--- src/rtl/fss_pkg.sv ---
package fss_pkg;

  // default for the longest query the block holds
  localparam int MAX_QUERY_DEF = 16;

  // query storage is two 64-bit words of eight characters each
  localparam int QUERY_SLOTS = 16;
  localparam int CFG_DATA_W  = 64;
  localparam int CFG_IDX_W   = 2;

  localparam int TEXT_POS_W  = 7;
  localparam int QPOS_W      = 5;
  localparam int RUN_W       = 5;
  localparam int SCORE_W     = 10;
  localparam int OUT_SCORE_W = 11;
  localparam int BONUS_W     = 8;

  localparam logic [SCORE_W-1:0]    SCORE_CAP  = '1;
  localparam logic [RUN_W-1:0]      RUN_CAP    = '1;
  localparam logic [TEXT_POS_W-1:0] POS_CAP    = '1;
  localparam logic [TEXT_POS_W-1:0] LEN_BONUS  = 7'd40;
  localparam logic [BONUS_W-1:0]    BONUS_BASE = 8'd1;
  localparam logic [BONUS_W-1:0]    BONUS_SEP  = 8'd8;
  localparam logic [BONUS_W-1:0]    BONUS_EARLY = 8'd3;
  localparam logic [TEXT_POS_W-1:0] EARLY_LIMIT = 7'd4;

  localparam logic [7:0] CH_SLASH = 8'h2f;
  localparam logic [7:0] CH_UNDER = 8'h5f;
  localparam logic [7:0] CH_DASH  = 8'h2d;
  localparam logic [7:0] CH_DOT   = 8'h2e;
  localparam logic [7:0] CH_UP_A  = 8'h41;
  localparam logic [7:0] CH_UP_Z  = 8'h5a;

  typedef enum logic [CFG_IDX_W-1:0] {
    REG_QUERY_LOW  = 2'd0,
    REG_QUERY_HIGH = 2'd1,
    REG_QUERY_LEN  = 2'd2
  } cfg_reg_t;

  // ascii lowering of 'A'..'Z'
  function automatic logic [7:0] fold_case(input logic [7:0] c);
    logic [7:0] r;
    r = c;
    if (c >= CH_UP_A && c <= CH_UP_Z) begin
      r = c + 8'd32;
    end
    return r;
  endfunction

  function automatic logic is_separator(input logic [7:0] c);
    return (c == CH_SLASH) || (c == CH_UNDER) || (c == CH_DASH) || (c == CH_DOT);
  endfunction

endpackage

--- src/rtl/fuzzy_subsequence_scorer.sv ---
// channel   | ports                                   | dir | notes
// ----------+-----------------------------------------+-----+--------------------------------
// input     | in_valid in_ready in_text_byte           | in  | one text byte per request
//           | in_last_byte                             |     | marks the final byte of a text
// result    | out_valid out_ready out_match_score      | out | one request per text
//           | out_matched                              |     |
// config    | cfg_wr_en cfg_index cfg_data             | in  | 0 query low, 1 query high, 2 length
//
// one text byte per cycle, unless a final byte waits on the result register: a byte lands in
// the input register, is scored against the match state on the next cycle, and the final
// byte writes the result register and sets its valid.
// reset (synchronous, rst_n low) clears the match state, the query and both valids.
// a stalled result holds only a final byte in the input register; other bytes keep flowing.
module fuzzy_subsequence_scorer #(
  parameter int MAX_QUERY = fss_pkg::MAX_QUERY_DEF
) (
  input  logic                                clk,
  input  logic                                rst_n,
  // text byte requests
  input  logic                                in_valid,
  output logic                                in_ready,
  input  logic [7:0]                          in_text_byte,
  input  logic                                in_last_byte,
  // score requests
  output logic                                out_valid,
  input  logic                                out_ready,
  output logic signed [fss_pkg::OUT_SCORE_W-1:0] out_match_score,
  output logic                                out_matched,
  // configuration writes
  input  logic                                cfg_wr_en,
  input  logic [fss_pkg::CFG_IDX_W-1:0]       cfg_index,
  input  logic [fss_pkg::CFG_DATA_W-1:0]      cfg_data
);

  // usable query length is bounded by the parameter and by the 16 stored slots
  localparam int QLIM = (MAX_QUERY < fss_pkg::QUERY_SLOTS) ? MAX_QUERY : fss_pkg::QUERY_SLOTS;

  // configuration registers
  logic [fss_pkg::CFG_DATA_W-1:0] q_low_r, q_high_r;
  logic [4:0]                     q_len_r;

  // input register
  logic       s1_vld_r;
  logic [7:0] s1_byte_r;
  logic       s1_last_r;

  // match state
  logic [fss_pkg::QPOS_W-1:0]     qpos_r, qpos_nxt;
  logic [fss_pkg::RUN_W-1:0]      run_r, run_nxt;
  logic                           first_r, first_nxt;
  logic [7:0]                     prev_r, prev_nxt;
  logic [fss_pkg::TEXT_POS_W-1:0] tpos_r, tpos_nxt;
  logic [fss_pkg::SCORE_W-1:0]    score_r, score_nxt;

  // result register
  logic                                  out_vld_r;
  logic [fss_pkg::OUT_SCORE_W-1:0]       out_score_r, out_score_nxt;
  logic                                  out_hit_r, out_hit_nxt;

  logic                                  s1_adv;
  logic [4:0]                            qlen;
  logic [fss_pkg::QUERY_SLOTS*8-1:0]     q_all;
  logic [7:0]                            q_char;
  logic                                  active, hit;
  logic [fss_pkg::BONUS_W-1:0]           bonus;
  logic [fss_pkg::SCORE_W:0]             sum;
  logic [fss_pkg::SCORE_W-1:0]           score_upd;
  logic [fss_pkg::TEXT_POS_W-1:0]        half;
  logic [fss_pkg::OUT_SCORE_W-1:0]       final_sum;

  // a final byte waits only while the result register is still full
  assign s1_adv   = s1_vld_r && (!s1_last_r || !out_vld_r || out_ready);
  assign in_ready = !s1_vld_r || s1_adv;

  always_ff @(posedge clk) begin
    if (!rst_n) begin
      q_low_r  <= '0;
      q_high_r <= '0;
      q_len_r  <= '0;
    end else if (cfg_wr_en) begin
      case (fss_pkg::cfg_reg_t'(cfg_index))
        fss_pkg::REG_QUERY_LOW:  q_low_r  <= cfg_data;
        fss_pkg::REG_QUERY_HIGH: q_high_r <= cfg_data;
        fss_pkg::REG_QUERY_LEN:  q_len_r  <= cfg_data[4:0];
        default: ;
      endcase
    end
  end

  always_ff @(posedge clk) begin
    if (!rst_n) begin
      s1_vld_r <= 1'b0;
    end else if (in_ready) begin
      s1_vld_r <= in_valid;
    end
  end

  always_ff @(posedge clk) begin
    if (in_ready && in_valid) begin
      s1_byte_r <= in_text_byte;
      s1_last_r <= in_last_byte;
    end
  end

  // clamp the configured length
  always_comb begin
    if (int'(q_len_r) > QLIM) begin
      qlen = 5'(QLIM);
    end else begin
      qlen = q_len_r;
    end
  end

  assign q_all  = {q_high_r, q_low_r};
  assign q_char = q_all[qpos_r[3:0]*8 +: 8];
  assign active = (qlen != '0) && (qpos_r < qlen);
  assign hit    = active && (fss_pkg::fold_case(s1_byte_r) == fss_pkg::fold_case(q_char));

  // bonus for one matched byte
  always_comb begin
    bonus = fss_pkg::BONUS_BASE + {1'b0, run_r, 2'b00};
    if (tpos_r == '0 || fss_pkg::is_separator(prev_r)) begin
      bonus = bonus + fss_pkg::BONUS_SEP;
    end
    if (first_r && tpos_r < fss_pkg::EARLY_LIMIT) begin
      bonus = bonus + fss_pkg::BONUS_EARLY;
    end
  end

  assign sum       = {1'b0, score_r} + {3'b000, bonus};
  assign score_upd = sum[fss_pkg::SCORE_W] ? fss_pkg::SCORE_CAP : sum[fss_pkg::SCORE_W-1:0];

  // state update for the byte in the input register
  always_comb begin
    qpos_nxt  = qpos_r;
    run_nxt   = run_r;
    first_nxt = first_r;
    score_nxt = score_r;
    if (hit) begin
      score_nxt = score_upd;
      if (run_r != fss_pkg::RUN_CAP) begin
        run_nxt = run_r + 1'b1;
      end
      qpos_nxt  = qpos_r + 1'b1;
      first_nxt = 1'b0;
    end else if (active) begin
      run_nxt = '0;
    end
    prev_nxt = s1_byte_r;
    tpos_nxt = (tpos_r == fss_pkg::POS_CAP) ? tpos_r : tpos_r + 1'b1;
  end

  // final score from the updated state
  assign half      = {1'b0, tpos_nxt[fss_pkg::TEXT_POS_W-1:1]};
  assign final_sum = {1'b0, score_nxt} +
                     ((half < fss_pkg::LEN_BONUS) ? {4'b0000, fss_pkg::LEN_BONUS - half} : '0);

  always_comb begin
    if (qlen == '0) begin
      out_score_nxt = fss_pkg::OUT_SCORE_W'(1);
      out_hit_nxt   = 1'b1;
    end else if (qpos_nxt >= qlen) begin
      out_score_nxt = final_sum[fss_pkg::SCORE_W] ? {1'b0, fss_pkg::SCORE_CAP} : final_sum;
      out_hit_nxt   = 1'b1;
    end else begin
      out_score_nxt = '1;
      out_hit_nxt   = 1'b0;
    end
  end

  always_ff @(posedge clk) begin
    if (!rst_n) begin
      qpos_r  <= '0;
      run_r   <= '0;
      first_r <= 1'b1;
      prev_r  <= '0;
      tpos_r  <= '0;
      score_r <= '0;
    end else if (s1_adv) begin
      if (s1_last_r) begin
        // text done, back to the start state
        qpos_r  <= '0;
        run_r   <= '0;
        first_r <= 1'b1;
        prev_r  <= '0;
        tpos_r  <= '0;
        score_r <= '0;
      end else begin
        qpos_r  <= qpos_nxt;
        run_r   <= run_nxt;
        first_r <= first_nxt;
        prev_r  <= prev_nxt;
        tpos_r  <= tpos_nxt;
        score_r <= score_nxt;
      end
    end
  end

  always_ff @(posedge clk) begin
    if (!rst_n) begin
      out_vld_r <= 1'b0;
    end else if (s1_adv && s1_last_r) begin
      out_vld_r <= 1'b1;
    end else if (out_ready) begin
      out_vld_r <= 1'b0;
    end
  end

  always_ff @(posedge clk) begin
    if (s1_adv && s1_last_r) begin
      out_score_r <= out_score_nxt;
      out_hit_r   <= out_hit_nxt;
    end
  end

  assign out_valid       = out_vld_r;
  assign out_match_score = signed'(out_score_r);
  assign out_matched     = out_hit_r;

endmodule

--- config.mk ---
export PLATFORM = sky130hd
export DESIGN_NAME = fuzzy_subsequence_scorer
export DESIGN_NICKNAME = d
export VERILOG_FILES = /design/src/rtl/fss_pkg.sv /design/src/rtl/fuzzy_subsequence_scorer.sv
export SDC_FILE = /design/constraint.sdc
export NUM_CORES = 1
export LEC_CHECK = 0
export BUFFER_PORTS_ARGS = -buffer_cell sky130_fd_sc_hd__buf_4
export CAP_MARGIN = 10
export CORE_MARGIN = 8
export CORE_UTILIZATION = 24
export CTS_CLUSTER_SIZE = 28
export DETAILED_ROUTE_END_ITERATION = 8
export PLACE_DENSITY = 0.5
export SYNTH_ARGS = -nofsm -noshare
export SYNTH_HDL_FRONTEND = slang
export SYNTH_SLANG_ARGS = --single-unit
--- constraint.sdc ---
create_clock -name clk -period 11.6 [get_ports clk]
set_clock_uncertainty 0.05 [all_clocks]
set_input_delay 0 -clock clk [delete_from_list [all_inputs] [get_ports clk]]
set_output_delay 0 -clock clk [all_outputs]
set_load 0.02 [all_outputs]
==> flow_metrics.tcl, run 1 <==
set metrics [dict create \
    grt_max_degree 78 \
    clkSlewWorstSetupHoldPaths_ps 80 \
    required_ps 11710 \
    min_path_type "input port to register" \
    slew_headroom_pct 29.1 \
    wl_met3_um 968 \
    routed_via_density 4.65 \
    stdcell_count 1801 \
    synth_most_common_cell "nand2_1" \
    hold_violations 0 \
    ys_seq_area_share_pct 41.3 \
    dp_cells 1692 \
    tightest_slew_ps 1060 \
    floorplan.core_area_um2 40600 \
    grt_pass1_vias 8412 \
    reg2reg_slack_ps 4590 \
    drt_iter0_markers 570 \
    critPathCaptureType "register" \
    wirelength_um 29300 \
    pin_count 94 \
    nNetsFinal 1371 \
    track_usage_pct 12.5 \
    hpwl_um 20300 \
    ys_ff_latch 192 \
    synth_cells 1135 \
    dieArea_um2 47600 \
    antenna_found_initial 1 \
    synth.area.top_cells "dfxtp_1 35%, nand2_1 12%, a21oi_1 8.8%" \
    holdWs_ps 105 \
    antennaDiodeCount 0 \
    num_rows 74 \
    crit_arrival_ps 7110 \
    gr-total-overflow 0 \
    synthDistinctLibCells 66 \
    grt_pass1_wl_um 47000 \
    die_h_um 218 \
    clockBufferDepth 2 \
    fmax_ghz 0.143 \
    wl_met1_um 13800 \
    avgSynthCellArea_um2 8.64 \
    ant_nets 0 \
    synthToLayoutAreaGrowth_pct 24.9 \
    yosysTopAreaCell "dfxtp_1" \
    leakage_nw 4.41 \
    top_layer "met4" \
    criticalPathCategory "register to register" \
    initial_core_util_pct 24.2 \
    powerDensity_nw_per_um2 119 \
    synth.cells.most_frequent "304 x nand2_1, 173 x a21oi_1, 171 x dfxtp_1" \
    ir_drop_mv 0.104 \
    path_max_fanout 20 \
    htreeDepth 4 \
    gp_congestion 0.791 \
    maxCapViolCount 0 \
    dr_wl_met2_um 14000 \
    timing.final.crit_period_ps 7010 \
    cts_tree "built" \
    start_kind "register" \
    fin_tns_setup_ps 0 \
    synth_warnings 0 \
    die_w_um 218 \
    final-setup-viol-count 0 \
    vias 8366 \
    insertion_delay_ps 450 \
    ys_async_sr_fraction_pct 0 \
    drive_gt1_share_pct 15.0 \
    cts.sinks 192 \
    cts_made_buffers 17 \
    wl_per_cell_um 16.3 \
    synthesis.nets 1250 \
    syn-cell-area_um2 9810 \
    synth-edff-count 21 \
    rsz0062_at_grt "false" \
    slew_violations 0 \
    period_share_pct 60.4 \
    cts_root_buf "clkbuf_16" \
    first_pass_iters 6 \
    status "finished clean" \
    synth_top_cell_area_share_pct 34.9 \
    cts_resized 0 \
    drc_errors 0 \
    synth_ff_type "dfxtp_1" \
    portBuffers 93 \
]
## cells in the final DEF (no fill, tap or decap), types with 8 or more instances in the layout
master         count
clkbuf_16         17
nor3_1             8
mux2i_1           21
dfxtp_1          169
dlygate4sd3_1     77
o21ai_0           18
mux4_2            28
nor2b_1           10
nand2_1          304
a21o_1            13
a31oi_1           14
a22oi_1           11
nand3_1            8
ha_1              34
nand3b_1          11
buf_4            101
xnor2_1           20
inv_1             21
a21oi_1          173
nand2b_1          15
nor2_1            49
edfxtp_1          21
xor2_1            14
## timing repair
action,in CTS,in global routing
hold buffers,77,0
hold endpoints to repair,163,0
setup buffers,0,0
## through the flow
stage	cell area [um^2]	utilization, %	power, W	setup WS [ps]
2_1_floorplan	9810	-	0.000791	5710
3_3_place_gp	10900	26.8	0.000849	4750
3_5_place_dp	10900	26.8	0.000851	4550
4_1_cts	12200	30.2	0.00149	4560
5_1_grt	12200	30.2	0.00153	3890
6_report	12200	30.2	0.00146	4590
## worst paths after layout
check,startpoint,endpoint,cells after the start
setup / recovery,qpos_r[2]$_SDFFE_PN0P_,out_match_score[1]$_SDFFCE_PP0P_,23
setup reg to reg,qpos_r[2]$_SDFFE_PN0P_,out_match_score[1]$_SDFFCE_PP0P_,23
hold / removal,cfg_index[0],q_len_r[2]$_SDFFE_PN0P_,4
hold reg to reg,q_high_r[35]$_SDFFE_PN0P_,q_high_r[35]$_SDFFE_PN0P_,2
## flip-flops by register name (all words and copies together) (netlist names)
name / flops
q_high_r: 64
out_matched: 1
q_len_r: 5
prev_nxt: 8
qpos_r: 5
first_r: 1
run_r: 5
out_match_score: 11
s1_vld_r: 1
out_valid: 1
prev_r: 8
q_low_r: 64
s1_last_r: 1
tpos_r: 7
score_r: 10
## logic make-up after synthesis
family	after synthesis	synth area share, %
XOR/XNOR	35	3.20
AND/OR/NAND/NOR	448	20.2
multiplexers	59	10.2
adder cells (fa/ha/maj)	35	4.54
buffers and inverters	98	4.58
flip-flops	192	41.3
AO/OA/AOI/OAI	268	15.9
## critical path: stages, from the launching register on
cell and delay (ps):
dfxtp_1 790, buf_4 440, mux4_2 540, mux2i_1 270
mux2i_1 160, xor2_1 290, xnor2_1 150, nand2b_1 70
o211ai_1 710, and3_1 760, a31oi_1 230, ha_1 250
inv_1 80, fa_1 200, nor2b_1 50, o21ai_0 160
nand2b_1 110, a21o_1 180, a21o_1 190, a21oi_1 230
nor2b_1 70, mux2_2 310, a31oi_4 290, a21oi_1 110
## layer usage
metal	track usage, %	up-vias
met4	3.67	0
met5	0	-
met3	2.30	24
li1	-	4185
met1	16.4	3980
met2	20.5	177
## where the power goes
group	total (W)	internal [W]	leakage (nW)	switching [W]
logic	0.000149	0.0000679	2.54	0.0000808
registers	0.000705	0.000691	1.59	0.0000143
clock network	0.000609	0.000309	0.289	0.000300
## cell type report
class | instances | area [um^2]
fillers | 4335 | 28300
multi-input cells | 845 | 5320
flip-flops and latches | 192 | 4060
repair buffers | 178 | 1530
well taps | 532 | 666
clock buffers | 18 | 429
clock inverters | 14 | 163
inverters | 22 | 85.1
Note: power is estimated with default switching activity, not from simulation.
==> run 2, diff against run 1 <==
Settings changed: PLACE_DENSITY 0.5 to 0.51.
Clock period 11.6 ns to 5.9 ns, I/O delays scaled along.
==> flow_metrics.tcl, run 2 (synthesis gave the netlist of run 1 again) <==
set metrics [dict create \
    status "finished clean" \
    grt_pass1_wl_um 46500 \
    criticalPathCategory "register to register" \
    synthToLayoutAreaGrowth_pct 29.4 \
    hold_violations 0 \
    gr-total-overflow 0 \
    required_ps 6050 \
    powerDensity_nw_per_um2 225 \
    final_util_pct 31.3 \
    antennaDiodeCount 0 \
    grt_pass1_vias 8363 \
    dp_cells 1718 \
    slew_violations 0 \
    initial_core_util_pct 24.2 \
    routed_via_density 4.67 \
    cts_root_buf "clkbuf_16" \
    htreeDepth 4 \
    clockBufferDepth 2 \
    gp_congestion 0.804 \
    num_rows 74 \
    drt_iter0_markers 604 \
    die_h_um 218 \
    drc_errors 0 \
    layout_commonest_cell "nand2_1" \
    tightest_slew_ps 1020 \
    period_share_pct 95.4 \
    wirelength_um 29400 \
    min_path_type "input port to register" \
    start_kind "register" \
    floorplan.core_area_um2 40600 \
    drive_gt1_share_pct 19.3 \
    ant_nets 0 \
    holdWs_ps 94.9 \
    ir_drop_mv 0.194 \
    vias 8563 \
    fillerInstances 4272 \
    antenna_found_initial 0 \
    portBuffers 93 \
    crit_arrival_ps 5780 \
    pin_count 94 \
    track_usage_pct 12.3 \
    hpwl_um 20500 \
    insertion_delay_ps 460 \
    fin_tns_setup_ps 0 \
    timing.final.crit_period_ps 5630 \
    grt_max_degree 93 \
    nNetsFinal 1404 \
    cts.sinks 192 \
    dieArea_um2 47600 \
    wl_per_cell_um 16.0 \
    reg2reg_slack_ps 270 \
    clkSlewWorstSetupHoldPaths_ps 90 \
    first_pass_iters 4 \
    fmax_ghz 0.178 \
    critPathCaptureType "register" \
    path_max_fanout 9 \
    cts_tree "built" \
    slew_headroom_pct 31.8 \
    final_cell_mix "304 x nand2_1, 169 x dfxtp_1, 164 x a21oi_1" \
    cts_made_buffers 17 \
    final-setup-viol-count 0 \
    stdcell_count 1834 \
    maxCapViolCount 0 \
    leakage_nw 4.60 \
    die_w_um 218 \
]
[run 2: cell count changes in the layout (fill, tap and decap cells not counted), moves of 3 or more]
cell and delta:
a21oi_1 -9, a21oi_2 +9, a31oi_1 -3, buf_12 +3, buf_4 +30, ha_1 -4, o21ai_0 -3, o21ai_1 +3
[run 2: metrics by stage]
| stage | setup WS, ps | instance area [um^2] | total power, W |
|---|---|---|---|
| after CTS | 9.65 | 12500 | 0.00289 |
| final | 270 | 12700 | 0.00286 |
| after global routing | -54.7 | 12700 | 0.00299 |
| after detailed placement | -112 | 11100 | 0.00167 |
| after floorplan | 12.5 | 9810 | 0.00155 |
| after global placement | 26.1 | 11100 | 0.00167 |
[run 2: cell type report]
| class | count | area (um^2) | area share, % |
|---|---|---|---|
| clock buffer | 18 | 429 | 3.38 |
| multi-input combinational | 845 | 5490 | 43.3 |
| tap | 532 | 666 | 5.25 |
| timing repair buffer | 211 | 1810 | 14.3 |
| clock inverter | 14 | 148 | 1.16 |
| sequential | 192 | 4060 | 32.0 |
| inverter | 22 | 85.1 | 0.671 |
[run 2: path summary, 6_finish.rpt]
check / startpoint / endpoint / cells after the start
worst min register to register: q_high_r[21]$_SDFFE_PN0P_ / q_high_r[21]$_SDFFE_PN0P_ / 2
worst max-delay path: qpos_r[0]$_SDFFE_PN0P_ / out_match_score[6]$_SDFFCE_PP0P_ / 25
worst min-delay path: cfg_index[0] / q_len_r[0]$_SDFFE_PN0P_ / 4
worst max register to register: qpos_r[0]$_SDFFE_PN0P_ / out_match_score[6]$_SDFFCE_PP0P_ / 25
[run 2: timing repair]
| action | in CTS | in global routing |
|---|---|---|
| pin swaps | 3 | 11 |
| hold endpoints to repair | 148 | 0 |
| setup endpoints to repair | 8 | 10 |
| setup buffers | 2 | 5 |
| resized for setup | 5 | 34 |
| hold buffers | 77 | 0 |
[run 2: routing by layer]
metal	share of wire [%]	track usage [%]	wire length [um]
met5	0	0	0
met4	1.2	3.20	356
met3	3.8	2.39	1110
met2	48	20.2	14100
met1	47	16.4	13800
[run 2: where the power goes]
| group | switching (W) | internal [W] |
|---|---|---|
| clock network | 0.000596 | 0.000565 |
| registers | 0.0000253 | 0.00136 |
| logic | 0.000167 | 0.000147 |
| total | 0.000789 | 0.00207 |
[run 2: critical path, cell delays in order (launching register included)]
cell and delay (ps):
dfxtp_2 560, buf_4 270, buf_4 160, mux4_2 510
a211oi_2 340, nor2_1 120, ha_1 220, xnor2_1 160
nand2b_1 70, o211ai_1 260, and3_1 420, a31oi_2 170
ha_2 220, inv_2 60, fa_2 210, nor2b_1 50
o21ai_1 130, nand2b_1 90, a21o_1 180, a21o_1 190
a21oi_2 160, a21oi_1 60, mux2_4 300, a31oi_4 210
buf_12 150, a21oi_1 60
==> run 3, diff against run 2 <==
Settings changed: CTS_BUF_LIST from default to sky130_fd_sc_hd__clkbuf_4.
==> flow_metrics.tcl, run 3 (synthesis gave the netlist of run 1 again) <==
set metrics [dict create \
    grt_pass1_wl_um 46500 \
    wirelength_um 29500 \
    swShare_pct 30.2 \
    path_max_fanout 8 \
    fmax_ghz 0.177 \
    reg2reg_slack_ps 260 \
    fin_tns_setup_ps 0 \
    ant_nets 0 \
    track_usage_pct 12.2 \
    criticalPathCategory "register to register" \
    antenna_found_initial 2 \
    cts_tree "built" \
    crit_arrival_ps 5980 \
    status "finished clean" \
    first_pass_iters 5 \
    floorplan.core_area_um2 40600 \
    clkSlewWorstSetupHoldPaths_ps 180 \
    r2r-end "out_match_score[1]$_SDFFCE_PP0P_" \
    pin_count 94 \
    vias 8630 \
    synthToLayoutAreaGrowth_pct 28.1 \
    crit_slowest_cell "or4_4" \
    final_cell_mix "304 x nand2_1, 168 x dfxtp_1, 164 x a21oi_1" \
    start_kind "register" \
    leakage_nw 4.53 \
    p_switching_w 0.000739 \
    drc_errors 0 \
    setup_ws_ps 256 \
    whs_endpoint "prev_nxt[4]$_DFFE_PP_" \
    nNetsFinal 1418 \
    multi_input_area_um2 5500 \
    hold_violations 0 \
    htreeDepth 4 \
    final_util_pct 31.0 \
    hold_depth 2 \
    cts_made_buffers 17 \
    dieArea_um2 47600 \
    grt_pass1_vias 8395 \
    gp_congestion 0.804 \
    gr-total-overflow 0 \
    maxCapViolCount 0 \
    max_stage_delay_ps 520 \
    ir_drop_mv 0.183 \
    final-setup-viol-count 0 \
    powerDensity_nw_per_um2 195 \
    slew_violations 0 \
    p_clk_share_pct 30.3 \
    fillerInstances 4288 \
    routed_via_density 4.66 \
    critPathCaptureType "register" \
    ff_latch_area_um2 4060 \
    place_ws_ps -112 \
    timing.final.crit_period_ps 5640 \
    grt_max_degree 93 \
    tightest_slew_ps 1020 \
    p_int_w 0.00171 \
    cts.sinks 192 \
    num_rows 74 \
    layout_commonest_cell "nand2_1" \
    clockBufferDepth 2 \
    required_ps 6230 \
    comb_power_share_pct 13.1 \
    portBuffers 93 \
    drt_iter0_markers 569 \
    rr_startpoint "tpos_r[2]$_SDFFE_PN0P_" \
    worstRegToRegCells 32 \
    min_path_type "input port to register" \
    cts_root_buf "clkbuf_4" \
    hpwl_um 20500 \
    die_h_um 218 \
    wl_per_cell_um 15.9 \
    slew_headroom_pct 32.3 \
    power_frac_seq_pct 56.6 \
    drive_gt1_share_pct 19.3 \
    initial_core_util_pct 24.2 \
    hp-start "in_text_byte[4]" \
    period_share_pct 95.7 \
    die_w_um 218 \
    insertion_delay_ps 650 \
]
==> run 3: how the worst max path moves through the flow <==
stage / cells past startpoint / from / slack [ps] / endpoint
after floorplan: 30 / tpos_r[3]$_SDFFE_PN0P_ / 10 / out_match_score[1]$_SDFFCE_PP0P_
after global placement: 29 / tpos_r[2]$_SDFFE_PN0P_ / 30 / out_match_score[1]$_SDFFCE_PP0P_
after detailed placement: 29 / tpos_r[2]$_SDFFE_PN0P_ / -110 / out_match_score[1]$_SDFFCE_PP0P_
after CTS: 29 / tpos_r[2]$_SDFFE_PN0P_ / 10 / out_match_score[1]$_SDFFCE_PP0P_
after global routing: 32 / tpos_r[2]$_SDFFE_PN0P_ / -70 / out_match_score[1]$_SDFFCE_PP0P_
final: 32 / tpos_r[2]$_SDFFE_PN0P_ / 260 / out_match_score[1]$_SDFFCE_PP0P_
==> run 3: stage by stage <==
stage | hold WS [ps] | cell area (um^2) | std cells | power [W]
2_1_floorplan | 21.8 | 9810 | 1135 | 0.00155
3_5_place_dp | 130 | 11100 | 1718 | 0.00167
3_3_place_gp | 130 | 11100 | 1718 | 0.00167
5_1_grt | 5.13 | 12600 | 1850 | 0.00257
6_report | 56.2 | 12600 | 1850 | 0.00245
4_1_cts | 2.42 | 12300 | 1843 | 0.00248
==> run 3: final cells by class <==
class                           instances  area share, %
Sequential cell                       192           32.3
Clock inverter                         14           1.18
Clock buffer                           18           1.08
Timing Repair Buffer                  225           15.6
Multi-Input combinational cell        845           43.8
Tap cell                              532           5.30
Antenna cell                            2         0.0398
Inverter                               22          0.677
==> run 3: power by group through the flow <==
| stage | sequential [W] | combinational, W | clock [W] |
|---|---|---|---|
| final | 0.00139 | 0.000320 | 0.000742 |
| after global routing | 0.00139 | 0.000350 | 0.000831 |
| after CTS | 0.00139 | 0.000310 | 0.000781 |
| after detailed placement | 0.00141 | 0.000259 | 0 |
| after global placement | 0.00141 | 0.000257 | 0 |
| after floorplan | 0.00141 | 0.000147 | 0 |
==> run 3: critical path: cells and delay by family, from the launching register on <==
family,cells,cell delay (ps)
buffers and inverters,3,300
XOR/XNOR,2,320
flip-flops,1,350
adder cells (fa/ha/maj),4,920
AND/OR/NAND/NOR,8,1370
AO/OA/AOI/OAI,14,1760
multiplexers,1,300
==> run 3: repair_timing <==
action | in CTS | in global routing
hold endpoints to repair | 166 | 1
hold buffers | 91 | 1
setup endpoints to repair | 8 | 10
setup buffers | 2 | 4
resized for setup | 5 | 37
pin swaps | 3 | 13
==> run 3: layer usage <==
metal | global-route usage, % | up-vias | share of wire [%]
met5 | 0 | - | 0
met4 | 2.87 | 0 | 1.2
met3 | 2.28 | 23 | 4.0
met2 | 20.1 | 185 | 48
met1 | 16.4 | 4147 | 47
li1 | - | 4275 | -
